## src/hdl/ste_pkg.sv

```systemverilog
`timescale 1ns / 1ps

package ste_pkg;

    localparam int COORD_WIDTH = 21;
    localparam int FRAC_BITS   = 10;

    // one point: x, y, z packed from the low end
    localparam int POINT_W = 63;

    // exact growth through the datapath
    localparam int DIFF_W  = COORD_WIDTH + 1;
    localparam int PROD1_W = 2 * DIFF_W;
    localparam int CROSS_W = PROD1_W + 1;
    localparam int PROD2_W = DIFF_W + CROSS_W;
    localparam int DOT_W   = PROD2_W + 2;
    localparam int SUM_W   = DOT_W + 1;

    // register file
    localparam int EPS_W  = 40;
    localparam int DATA_W = 64;
    localparam int IDX_W  = 1;
    localparam int ADDR_W = IDX_W + 3;

    localparam logic [IDX_W-1:0] REG_DET_EPSILON = IDX_W'(0);

    // about 1e-5 in units of 2^-(3*FRAC_BITS)
    localparam logic [EPS_W-1:0] EPS_RESET =
        EPS_W'((64'd1 << (3 * FRAC_BITS)) / 64'd100000);

    function automatic logic signed [COORD_WIDTH-1:0] coord_of(
        input logic [POINT_W-1:0] pt,
        input int                 axis
    );
        return $signed(pt[axis*COORD_WIDTH +: COORD_WIDTH]);
    endfunction

    function automatic logic signed [DIFF_W-1:0] coord_diff(
        input logic signed [COORD_WIDTH-1:0] a,
        input logic signed [COORD_WIDTH-1:0] b
    );
        return DIFF_W'(a) - DIFF_W'(b);
    endfunction

endpackage

```

## src/hdl/ste_cfg.sv

```systemverilog
`timescale 1ns / 1ps

module ste_cfg (
    input  logic                         i_clk,
    input  logic                         i_rst_n,
    input  logic                         psel,
    input  logic                         penable,
    input  logic                         pwrite,
    input  logic [ste_pkg::ADDR_W-1:0]   paddr,
    input  logic [ste_pkg::DATA_W-1:0]   pwdata,
    output logic [ste_pkg::DATA_W-1:0]   prdata,
    output logic                         pready,
    output logic [ste_pkg::EPS_W-1:0]    o_eps
);

    logic [ste_pkg::EPS_W-1:0]  r_eps;
    logic [ste_pkg::IDX_W-1:0]  w_idx;
    logic                       w_wr;

    assign w_idx  = paddr[ste_pkg::ADDR_W-1:3];
    assign pready = 1'b1;
    assign w_wr   = psel && penable && pwrite && pready
                    && (w_idx == ste_pkg::REG_DET_EPSILON);

    always_ff @(posedge i_clk) begin
        if (!i_rst_n) begin
            r_eps <= ste_pkg::EPS_RESET;
        end else if (w_wr) begin
            r_eps <= pwdata[ste_pkg::EPS_W-1:0];
        end
    end

    always_comb begin
        if (w_idx == ste_pkg::REG_DET_EPSILON) begin
            prdata = ste_pkg::DATA_W'(r_eps);
        end else begin
            prdata = '0;
        end
    end

    assign o_eps = r_eps;

endmodule

```

## config.mk

```make
export PLATFORM = sky130hd
export DESIGN_NAME = ste_cfg
export DESIGN_NICKNAME = d
export VERILOG_FILES = /design/src/hdl/ste_pkg.sv /design/src/hdl/ste_cfg.sv
export SDC_FILE = /design/constraint.sdc
export NUM_CORES = 1
export LEC_CHECK = 0
export BUFFER_PORTS_ARGS = -buffer_cell sky130_fd_sc_hd__buf_2
export CORE_MARGIN = 2
export CORE_UTILIZATION = 35
export CTS_CLUSTER_DIAMETER = 100
export DETAILED_ROUTE_END_ITERATION = 16
export PLACE_DENSITY = 0.83
export REMOVE_ABC_BUFFERS = 1
export SYNTH_ARGS = -nofsm -noshare
export SYNTH_HDL_FRONTEND = slang
export SYNTH_SLANG_ARGS = --single-unit
```

## constraint.sdc

```tcl
create_clock -name i_clk -period 0.9 [get_ports i_clk]
set_input_delay 0.135 -clock i_clk [delete_from_list [all_inputs] [get_ports i_clk]]
set_output_delay 0.135 -clock i_clk [all_outputs]
set_load 0.1 [all_outputs]
```

## Yosys cells after proc, flatten, opt, wreduce, memory -nomap -nowiden

Index checks and enable logic that the tools add are counted.

| word-level totals | value |
|---|---|
| memories kept | 0 |
| output and inout bits | 105 |
| word-level logic and storage cells | 6 |
| bits in registers | 40 |
| bits in latches | 0 |
| bits in read-only memories | 0 |
| RAM bits | 0 |
| input bits | 73 |

| operators by class | value |
|---|---|
| reductions and logical operators | 3 |
| equal/unequal tests | 0 |
| order comparisons | 0 |
| multiplexer cells | 1 |
| bitwise gates (word level) | 1 |
| shift operators | 0 |
| multiply operators | 0 |
| divide/modulo/power cells | 0 |
| add/subtract/negate cells | 0 |

Operator list:

| kind | count |
|---|---|
| $mux 40 | 1 |
| $logic_and 1x1->1 | 3 |
| $not 1->1 | 1 |

## Depth between registers and ports, before layout

Gate-level depths: netlist (run 1).

| logic depth | value |
|---|---|
| depth in word-level cells | 3 |
| mapped depth | 4 |
| gate-level depth less buffers | 2 |

## Worst setup path after synthesis (run 1)

OpenSTA, ideal clock, no wires.

| timing path | value |
|---|---|
| path type | register to output |
| start point | reg r_eps, in the netlist o_eps[0] |
| end point | out prdata[0] (netlist bit) |
| buffers on the path | 0 |
| data required time | 765 ps |
| arrival | 2392 ps |
| stages on the path, launching flop included | 2 |
| path slack | -1627 ps |
| cell sequence | dfxtp_1 -> nor2b_1 |

| between the ends | value |
|---|---|
| word-level cells in the longest chain between the ends | 1 |

RTL lines:

| item | RTL line | source |
|---|---|---|
| from (decl) | ste_cfg.sv:16 | `logic [ste_pkg::EPS_W-1:0] r_eps;` |
| from (signal assigned) | ste_cfg.sv:27 | `r_eps <= ste_pkg::EPS_RESET;` |
| from (signal assigned) | ste_cfg.sv:29 | `r_eps <= pwdata[ste_pkg::EPS_W-1:0];` |
| $mux 40 | ste_cfg.sv:34 | `if (w_idx == ste_pkg::REG_DET_EPSILON) begin` |
| to (decl) | ste_cfg.sv:11 | `output logic [ste_pkg::DATA_W-1:0] prdata,` |

No other way between the ends.

## Worst setup path in the final report (run 1)

| timing path | value |
|---|---|
| start point | reg r_eps, in the netlist o_eps[30] |
| end point | out prdata[30] (netlist bit) |

Same word-level chain as after synthesis.

==> flow_metrics.env, run 1 <==
export IMPL_status="complete, but fails checks"
export IMPL_violations="negative setup slack"
export IMPL_hold_class="primary input to register"
export IMPL_crit_type="register to output port"
export IMPL_rows=28
export IMPL_grt_pass1_vias=2287
export IMPL_rsz0062_at_grt="yes"
export IMPL_largest_reg_flops=40
export IMPL_static_leakage_power_nw=2.19
export IMPL_finalMaxSlewViolations=0
export IMPL_synth_edf_count=0
export IMPL_synthFlopType="dfxtp_1"
export IMPL_p_int_w=0.00299
export IMPL_startpoint="o_eps[30]$_SDFFE_PN0P_"
export IMPL_firstDrtPassIters=4
export IMPL_yosys_area_top_type="dfxtp_1"
export IMPL_drtAntennaViolNets=0
export IMPL_cts_buffers=5
export IMPL_synth_most_common_cell="nand2_1"
export IMPL_path_buf_inv=1
export IMPL_root_buffer="clkbuf_8"
export IMPL_r2r_start="o_eps[7]$_SDFFE_PN1P_"
export IMPL_cts_clk_slew_worst_paths_ns=0.08
export IMPL_cts_sinks=40
export IMPL_antenna_found_initial=0
export IMPL_critical_path_top_delay_family="flip-flops"
export IMPL_path_max_fanout=2
export IMPL_yosysWarnings=0
export IMPL_hold_slack_ns=0.0889
export IMPL_netlist_instances=246
export IMPL_cts_max_path_buffers=2
export IMPL_routed_wl_mm=8.66
export IMPL_track_usage_pct=22.5
export IMPL_wl_per_cell_um=17.1
export IMPL_clock_skew_ns=0
export IMPL_hold_depth=3
export IMPL_cp_cell_sequence="nor2b_4 -> buf_12"
export IMPL_antenna_cells=0
export IMPL_cts_hold_fix_buffers=0
export IMPL_max_stage_delay_ns=0.37
export IMPL_worstSetupEndpointType="output port"
export IMPL_ys_top_cells_by_area="dfxtp_1 37%, mux2i_1 19%, nor2b_1 16%"
export IMPL_comb_power_share_pct=41.1
export IMPL_fin_cells=506
export IMPL_die_h_um=82.2
export IMPL_chipWidth_um=82.2
export IMPL_async_flop_share_pct=0
export IMPL_setup_viol=95
export IMPL_synth_area_um2=2140
export IMPL_final_nets=504
export IMPL_cp_arrival_ns=1.01
export IMPL_hold_viol=0
export IMPL_cts_htree_levels=2
export IMPL_post_route_drc_count=0
export IMPL_whs_endpoint="o_eps[36]$_SDFFE_PN0P_"
export IMPL_core_um2=5920
export IMPL_slowest_stage="dfxtp_4"
export IMPL_dp_hpwl_mm=5.15
export IMPL_grt_first_pass_wirelength_mm=11.4
export IMPL_dieArea_um2=6750
export IMPL_ys_seq_area_share_pct=37.4
export IMPL_gp_congestion=0.723
export IMPL_min_period_over_period_pct=127
export IMPL_syn_area_per_cell_um2=8.69
export IMPL_ys_types=11
export IMPL_drive_above_1_share_pct=68.0
export IMPL_cts_tree="built"
export IMPL_reg2reg_depth=4
export IMPL_reg2reg_to="o_eps[7]$_SDFFE_PN1P_"
export IMPL_clkLatencyLatePin_ns=0.28
export IMPL_fin_area_um2=5170
export IMPL_initialDrtViolationCount=59
export IMPL_synth_common_cells="64 x nand2_1, 56 x nor2b_1, 40 x dfxtp_1, 40 x mux2i_1, 25 x buf_4"
export IMPL_p_switching_w=0.00205
export IMPL_min_from="pwdata[36]"
export IMPL_cp_required_ns=0.76
export IMPL_ys_ff_latch=40
export IMPL_final_util_pct=87.3
export IMPL_fin_ws_ns=-0.247
export IMPL_peakVddDrop_v=0.000707
export IMPL_seqPwrFrac_pct=36.6
export IMPL_overflow=0
export IMPL_fin_crit_ns=1.15
export IMPL_start_kind="register"
export IMPL_via_per_inst=4.56
export IMPL_synth_top_area_share_pct=37.4
export IMPL_io_buffer_count=125
export IMPL_powerDensity_nw_per_um2=975
export IMPL_cap_violations=0
export IMPL_grt_max_degree=41
export IMPL_io_pins=178
export IMPL_vias=2306
export IMPL_syn_to_final_growth_pct=142
export IMPL_place_area_um2=4210
export IMPL_pwr_share_clk_pct=22.3
export IMPL_regToRegSetupSlack_ns=-0.05
export IMPL_clock_fmax_mhz=872
export IMPL_power_share_switching_pct=40.6
export IMPL_dp_cells=471
export IMPL_initial_core_util_pct=36.1
-- worst min-delay path: cells and delay by family --
kind	cells	cell delay (ns)
and+or+nand+nor	1	0.05
muxes	1	0.05
buffers and inverters	1	0.10
-- cell usage in the layout (no fill, tap or decap), drive strengths merged --
| cell type | n |
|---|---|
| and4b | 1 |
| mux2i | 40 |
| nand2 | 64 |
| buf | 194 |
| conb | 25 |
| nor2b | 56 |
| clkbuf | 10 |
| clkinv | 1 |
| dfxtp | 40 |
-- how the worst max path moves through the flow --
stage                                   endpoint  slack (ns)  cells past startpoint
after detailed placement  o_eps[38]$_SDFFE_PN0P_       -0.26                      4
final                                 prdata[30]       -0.25                      2
after global placement    o_eps[39]$_SDFFE_PN0P_       -0.16                      4
after floorplan                        prdata[0]       -1.63                      1
after CTS                             prdata[38]       -0.22                      2
after global routing                  prdata[30]       -0.27                      2
-- what timing repair did --
item	in CTS	in global routing
setup endpoints to repair	80	86
gates cloned	0	4
setup buffers	11	14
gates resized for setup	161	23
-- logic make-up (layout without fill, tap and decap cells) --
group	after synthesis	after routing	synth area share, %
buffers and inverters	43	205	15.4
DFF	40	40	37.4
muxes	40	40	18.7
other	2	25	0.351
and+or+nand+nor	121	121	28.1
-- per-stage QoR --
step           TNS (ns)  power (W)  setup WS, ns
4_1_cts          -13.59    0.00497        -0.216
2_1_floorplan   -115.65    0.00305         -1.63
3_5_place_dp     -14.07    0.00371        -0.260
5_1_grt          -17.11    0.00520        -0.268
6_report         -13.91    0.00504        -0.247
3_3_place_gp     -11.28    0.00368        -0.163
-- routing by layer --
layer / routed length [um] / share of wire, % / global-route usage [%] / up-vias
met2: 4860 / 56 / 42.2 / 108
li1: - / - / - / 1090
met1: 3140 / 36 / 24.1 / 1100
met4: 109 / 1.3 / 7.00 / 0
met5: 0 / 0 / 0 / -
met3: 555 / 6.4 / 6.63 / 8
-- cell type report --
cell class	instances	area, um^2
fill	257	751
multi-input combinational	186	1470
tap	75	93.8
timing repair buffer	198	2680
clock buffer	6	72.6
clock inverter	1	5.00
sequential	40	856
-- power groups by stage --
stage          clock [W]  sequential, W  combinational (W)
2_1_floorplan          0        0.00215           0.000891
3_3_place_gp           0        0.00187            0.00181
3_5_place_dp           0        0.00187            0.00184
4_1_cts          0.00115        0.00184            0.00198
5_1_grt          0.00122        0.00185            0.00213
6_report         0.00113        0.00184            0.00207
No activity file was read; power rests on OpenSTA's default activity.
==> inputs of run 2 (changes only) <==
--- a/config.mk
+++ b/config.mk
@@ -5,7 +5,7 @@
 export SDC_FILE = /design/constraint.sdc
 export NUM_CORES = 1
 export LEC_CHECK = 0
-export BUFFER_PORTS_ARGS = -buffer_cell sky130_fd_sc_hd__buf_2
+export BUFFER_PORTS_ARGS = -buffer_cell sky130_fd_sc_hd__clkbuf_2
 export CORE_MARGIN = 2
 export CORE_UTILIZATION = 35
 export CTS_CLUSTER_DIAMETER = 100
==> flow_metrics.env, run 2 (synthesis gave the netlist of run 1 again) <==
export IMPL_hold_depth=3
export IMPL_cts_htree_levels=2
export IMPL_die_h_um=82.2
export IMPL_antenna_found_initial=0
export IMPL_fin_ws_ns=-0.234
export IMPL_io_pins=178
export IMPL_fin_crit_ns=1.13
export IMPL_status="complete, but fails checks"
export IMPL_powerDensity_nw_per_um2=972
export IMPL_clock_fmax_mhz=882
export IMPL_firstDrtPassIters=4
export IMPL_chipWidth_um=82.2
export IMPL_final_common_cell="buf_12"
export IMPL_worstSetupEndpointType="output port"
export IMPL_cts_max_path_buffers=2
export IMPL_setup_viol=82
export IMPL_dp_slack_ns=-0.249
export IMPL_cp_arrival_ns=1.00
export IMPL_routed_wl_mm=7.95
export IMPL_grt_max_degree=42
export IMPL_hold_viol=0
export IMPL_startpoint="o_eps[4]$_SDFFE_PN1P_"
export IMPL_post_route_drc_count=0
export IMPL_root_buffer="clkbuf_8"
export IMPL_max_stage_delay_ns=0.35
export IMPL_crit_type="register to output port"
export IMPL_syn_to_final_growth_pct=138
export IMPL_slowest_stage="dfxtp_2"
export IMPL_violations="negative setup slack"
export IMPL_clkLatencyLatePin_ns=0.28
export IMPL_cp_cell_sequence="nor2b_4 -> buf_12"
export IMPL_peakVddDrop_v=0.000920
export IMPL_vias=2295
export IMPL_dp_cells=472
export IMPL_static_leakage_power_nw=2.19
export IMPL_track_usage_pct=22.3
export IMPL_clock_skew_ns=0
export IMPL_cap_violations=0
export IMPL_final_nets=508
export IMPL_drive_above_1_share_pct=68.4
export IMPL_path_max_fanout=2
export IMPL_r2r_start="o_eps[30]$_SDFFE_PN0P_"
export IMPL_initial_core_util_pct=36.1
export IMPL_min_period_over_period_pct=126
export IMPL_largest_reg_flops=40
export IMPL_cp_num_cells=2
export IMPL_start_kind="register"
export IMPL_cts_buffers=5
export IMPL_fin_area_um2=5100
export IMPL_gp_congestion=0.724
export IMPL_mostFrequentLayoutCells="84 x buf_12, 61 x nand2_1, 49 x buf_6"
export IMPL_fin_cells=508
export IMPL_cts_hold_fix_buffers=0
export IMPL_reg2reg_depth=5
export IMPL_grt_pass1_vias=2339
export IMPL_wl_per_cell_um=15.7
export IMPL_core_um2=5920
export IMPL_path_buf_inv=1
export IMPL_rsz0062_at_grt="yes"
export IMPL_grt_first_pass_wirelength_mm=11.4
export IMPL_cts_sinks=40
export IMPL_antenna_cells=0
export IMPL_io_buffer_count=125
export IMPL_dp_hpwl_mm=5.24
export IMPL_hold_class="primary input to register"
export IMPL_cp_required_ns=0.76
export IMPL_drtAntennaViolNets=0
export IMPL_power_total_w=0.00495
export IMPL_min_from="pwdata[9]"
export IMPL_cts_clk_slew_worst_paths_ns=0.08
export IMPL_via_per_inst=4.52
export IMPL_critical_path_top_delay_family="flip-flops"
export IMPL_rows=28
export IMPL_cts_tree="built"
export IMPL_initialDrtViolationCount=55
export IMPL_overflow=0
export IMPL_place_area_um2=4210
export IMPL_dieArea_um2=6750
export IMPL_n_fill_cell=257
export IMPL_finalMaxSlewViolations=0
-- run 2: cell type report --
class,count,area [um^2],share of cell area (%)
clock buffer,5,68.8,1.35
tap,75,93.8,1.84
timing repair buffer,202,2660,52.2
sequential,40,851,16.7
multi-input combinational,186,1420,27.9
-- run 2: tightest hold or removal path: cells and delay by family --
kind | cells | cell delay (ns)
buf+inv | 1 | 0.08
mux | 1 | 0.06
simple gates | 1 | 0.04
-- run 2: worst paths after layout --
check	end	slack, ns
setup / recovery	prdata[4]	-0.23
hold / removal	o_eps[9]$_SDFFE_PN0P_	0.07
setup reg to reg	o_eps[30]$_SDFFE_PN0P_	-0.04
hold reg to reg	o_eps[21]$_SDFFE_PN0P_	0.58
-- run 2: routing by layer --
| layer | global-route usage (%) | routed length, um | up-vias | part of all wire, % |
|---|---|---|---|---|
| met5 | 0 | 0 | - | 0 |
| met1 | 23.1 | 2760 | 1077 | 35 |
| met4 | 7.50 | 144 | 0 | 1.8 |
| met2 | 42.5 | 4430 | 109 | 56 |
| met3 | 6.74 | 616 | 15 | 7.7 |
| li1 | - | - | 1094 | - |
-- run 2: repair_timing --
item | in CTS | in global routing
resized for setup | 156 | 25
gates cloned | 0 | 1
buffers inserted | 10 | 20
endpoints found under the setup margin | 80 | 82
-- run 2: power breakdown --
part           switching [W]  leakage (nW)  total, W  internal, W
registers          0.0000308         0.336   0.00185      0.00182
logic                0.00140          1.82   0.00204     0.000641
clock network       0.000572        0.0359   0.00107     0.000500
-- run 2: per-stage QoR --
| stage | TNS (ns) | util [%] | hold slack, ns |
|---|---|---|---|
| detailed placement | -12.78 | 71.2 | 0.374 |
| finish | -13.20 | 86.1 | 0.0676 |
| CTS | -13.59 | 81.8 | 0.0617 |
| floorplan | -115.65 | - | 0.277 |
| global placement | -9.13 | 71.2 | 0.365 |
| global route | -16.22 | 86.1 | 0.0669 |
==> inputs of run 3 (changes only) <==
--- a/config.mk
+++ b/config.mk
@@ -11,7 +11,6 @@
 export CTS_CLUSTER_DIAMETER = 100
 export DETAILED_ROUTE_END_ITERATION = 16
 export PLACE_DENSITY = 0.83
-export REMOVE_ABC_BUFFERS = 1
 export SYNTH_ARGS = -nofsm -noshare
 export SYNTH_HDL_FRONTEND = slang
 export SYNTH_SLANG_ARGS = --single-unit
==> flow_metrics.env, run 3 (synthesis gave the netlist of run 1 again) <==
export IMPL_cap_violations=0
export IMPL_clock_fmax_mhz=859
export IMPL_worstSetupEndpointType="output port"
export IMPL_path_max_fanout=2
export IMPL_hold_class="primary input to register"
export IMPL_grt_max_degree=41
export IMPL_post_route_drc_count=0
export IMPL_dieArea_um2=6750
export IMPL_cp_required_ns=0.76
export IMPL_rows=28
export IMPL_status="complete, but fails checks"
export IMPL_cts_max_path_buffers=2
export IMPL_start_kind="register"
export IMPL_drtAntennaViolNets=0
export IMPL_powerDensity_nw_per_um2=961
export IMPL_cp_arrival_ns=1.03
export IMPL_crit_type="register to output port"
export IMPL_vias=2252
export IMPL_hold_viol=0
export IMPL_cts_clk_slew_worst_paths_ns=0.07
export IMPL_largest_reg_flops=40
export IMPL_chipWidth_um=82.2
export IMPL_grt_first_pass_wirelength_mm=11.1
export IMPL_multiInputGateArea_um2=1400
export IMPL_gp_congestion=0.692
export IMPL_io_pins=178
export IMPL_firstDrtPassIters=6
export IMPL_place_area_um2=4370
export IMPL_violations="negative setup slack"
export IMPL_hold_slack_ns=0.0661
export IMPL_finalMaxSlewViolations=0
export IMPL_syn_to_final_growth_pct=136
export IMPL_antenna_found_initial=0
export IMPL_final_common_cell="buf_12"
export IMPL_cts_htree_levels=2
export IMPL_mostFrequentLayoutCells="85 x buf_12, 64 x nand2_1, 44 x clkbuf_2"
export IMPL_antenna_cells=0
export IMPL_wl_per_cell_um=15.7
export IMPL_drive_above_1_share_pct=65.0
export IMPL_final_seq_area_um2=951
export IMPL_fin_crit_ns=1.16
export IMPL_root_buffer="clkbuf_8"
export IMPL_die_h_um=82.2
export IMPL_io_buffer_count=125
export IMPL_routed_wl_mm=7.76
export IMPL_via_per_inst=4.55
export IMPL_track_usage_pct=21.9
export IMPL_cts_tree="built"
export IMPL_static_leakage_power_nw=2.12
export IMPL_power_total_w=0.00486
export IMPL_n_fill_cell=299
export IMPL_peakVddDrop_v=0.000742
export IMPL_clkLatencyLatePin_ns=0.28
export IMPL_core_um2=5920
export IMPL_cts_hold_fix_buffers=0
export IMPL_final_nets=492
export IMPL_clock_skew_ns=0
export IMPL_dp_hpwl_mm=5.12
export IMPL_setup_viol=80
export IMPL_fin_ws_ns=-0.265
export IMPL_overflow=0
export IMPL_min_period_over_period_pct=129
export IMPL_initialDrtViolationCount=66
export IMPL_fin_area_um2=5050
export IMPL_cts_sinks=40
export IMPL_rsz0062_at_grt="yes"
export IMPL_initial_core_util_pct=36.1
export IMPL_cts_buffers=5
export IMPL_final_util_pct=85.4
export IMPL_grt_pass1_vias=2290
==> run 3: critical path, stage by stage (launching register included) <==
cell and delay, ns:
dfxtp_4 0.37, nor2b_4 0.19, buf_12 0.19
==> run 3: stage by stage <==
stage	setup slack [ns]	setup TNS, ns	cells
5_1_grt	-0.295	-16.05	495
4_1_cts	-0.255	-14.28	485
2_1_floorplan	-0.350	-14.01	269
3_5_place_dp	-0.251	-13.99	431
6_report	-0.265	-13.95	495
3_3_place_gp	-0.166	-11.60	431
==> run 3: final timing paths <==
check / start / endpoint / slack, ns / cells past startpoint
min: pwdata[20] / o_eps[20]$_SDFFE_PN0P_ / 0.07 / 3
max: o_eps[33]$_SDFFE_PN0P_ / prdata[33] / -0.26 / 2
max reg2reg: o_eps[5]$_SDFFE_PN1P_ / o_eps[5]$_SDFFE_PN1P_ / 0.06 / 4
min reg2reg: o_eps[11]$_SDFFE_PN1P_ / o_eps[11]$_SDFFE_PN1P_ / 0.59 / 2
==> run 3: per-layer routing <==
layer / wire length, um / share of wire, % / GRT usage, % / vias up
met4: 205 / 2.6 / 7.67 / 0
met5: 0 / 0 / 0 / -
met1: 2500 / 32 / 20.4 / 1061
met3: 517 / 6.7 / 5.87 / 19
li1: - / - / - / 1064
met2: 4530 / 58 / 44.7 / 108
==> run 3: power breakdown <==
part	internal, W	total (W)	leakage, nW	switching (W)
sequential	0.00172	0.00175	0.348	0.0000330
combinational	0.000620	0.00200	1.73	0.00138
clock	0.000540	0.00111	0.0399	0.000569
total	0.00288	0.00486	2.12	0.00198
==> run 3: timing repair <==
action | CTS | global route
cloned | 0 | 1
pin swaps | 0 | 0
endpoints found under the setup margin | 80 | 82
setup buffers | 46 | 10
resized for setup | 39 | 5
==> run 3: layout make-up <==
| cell class | count | area share, % |
|---|---|---|
| clock buffer | 7 | 1.51 |
| clock inverter | 1 | 0.0743 |
| multi-input combinational | 186 | 27.8 |
| sequential | 40 | 18.8 |
| tap | 75 | 1.86 |
| timing repair buffer | 186 | 50.0 |
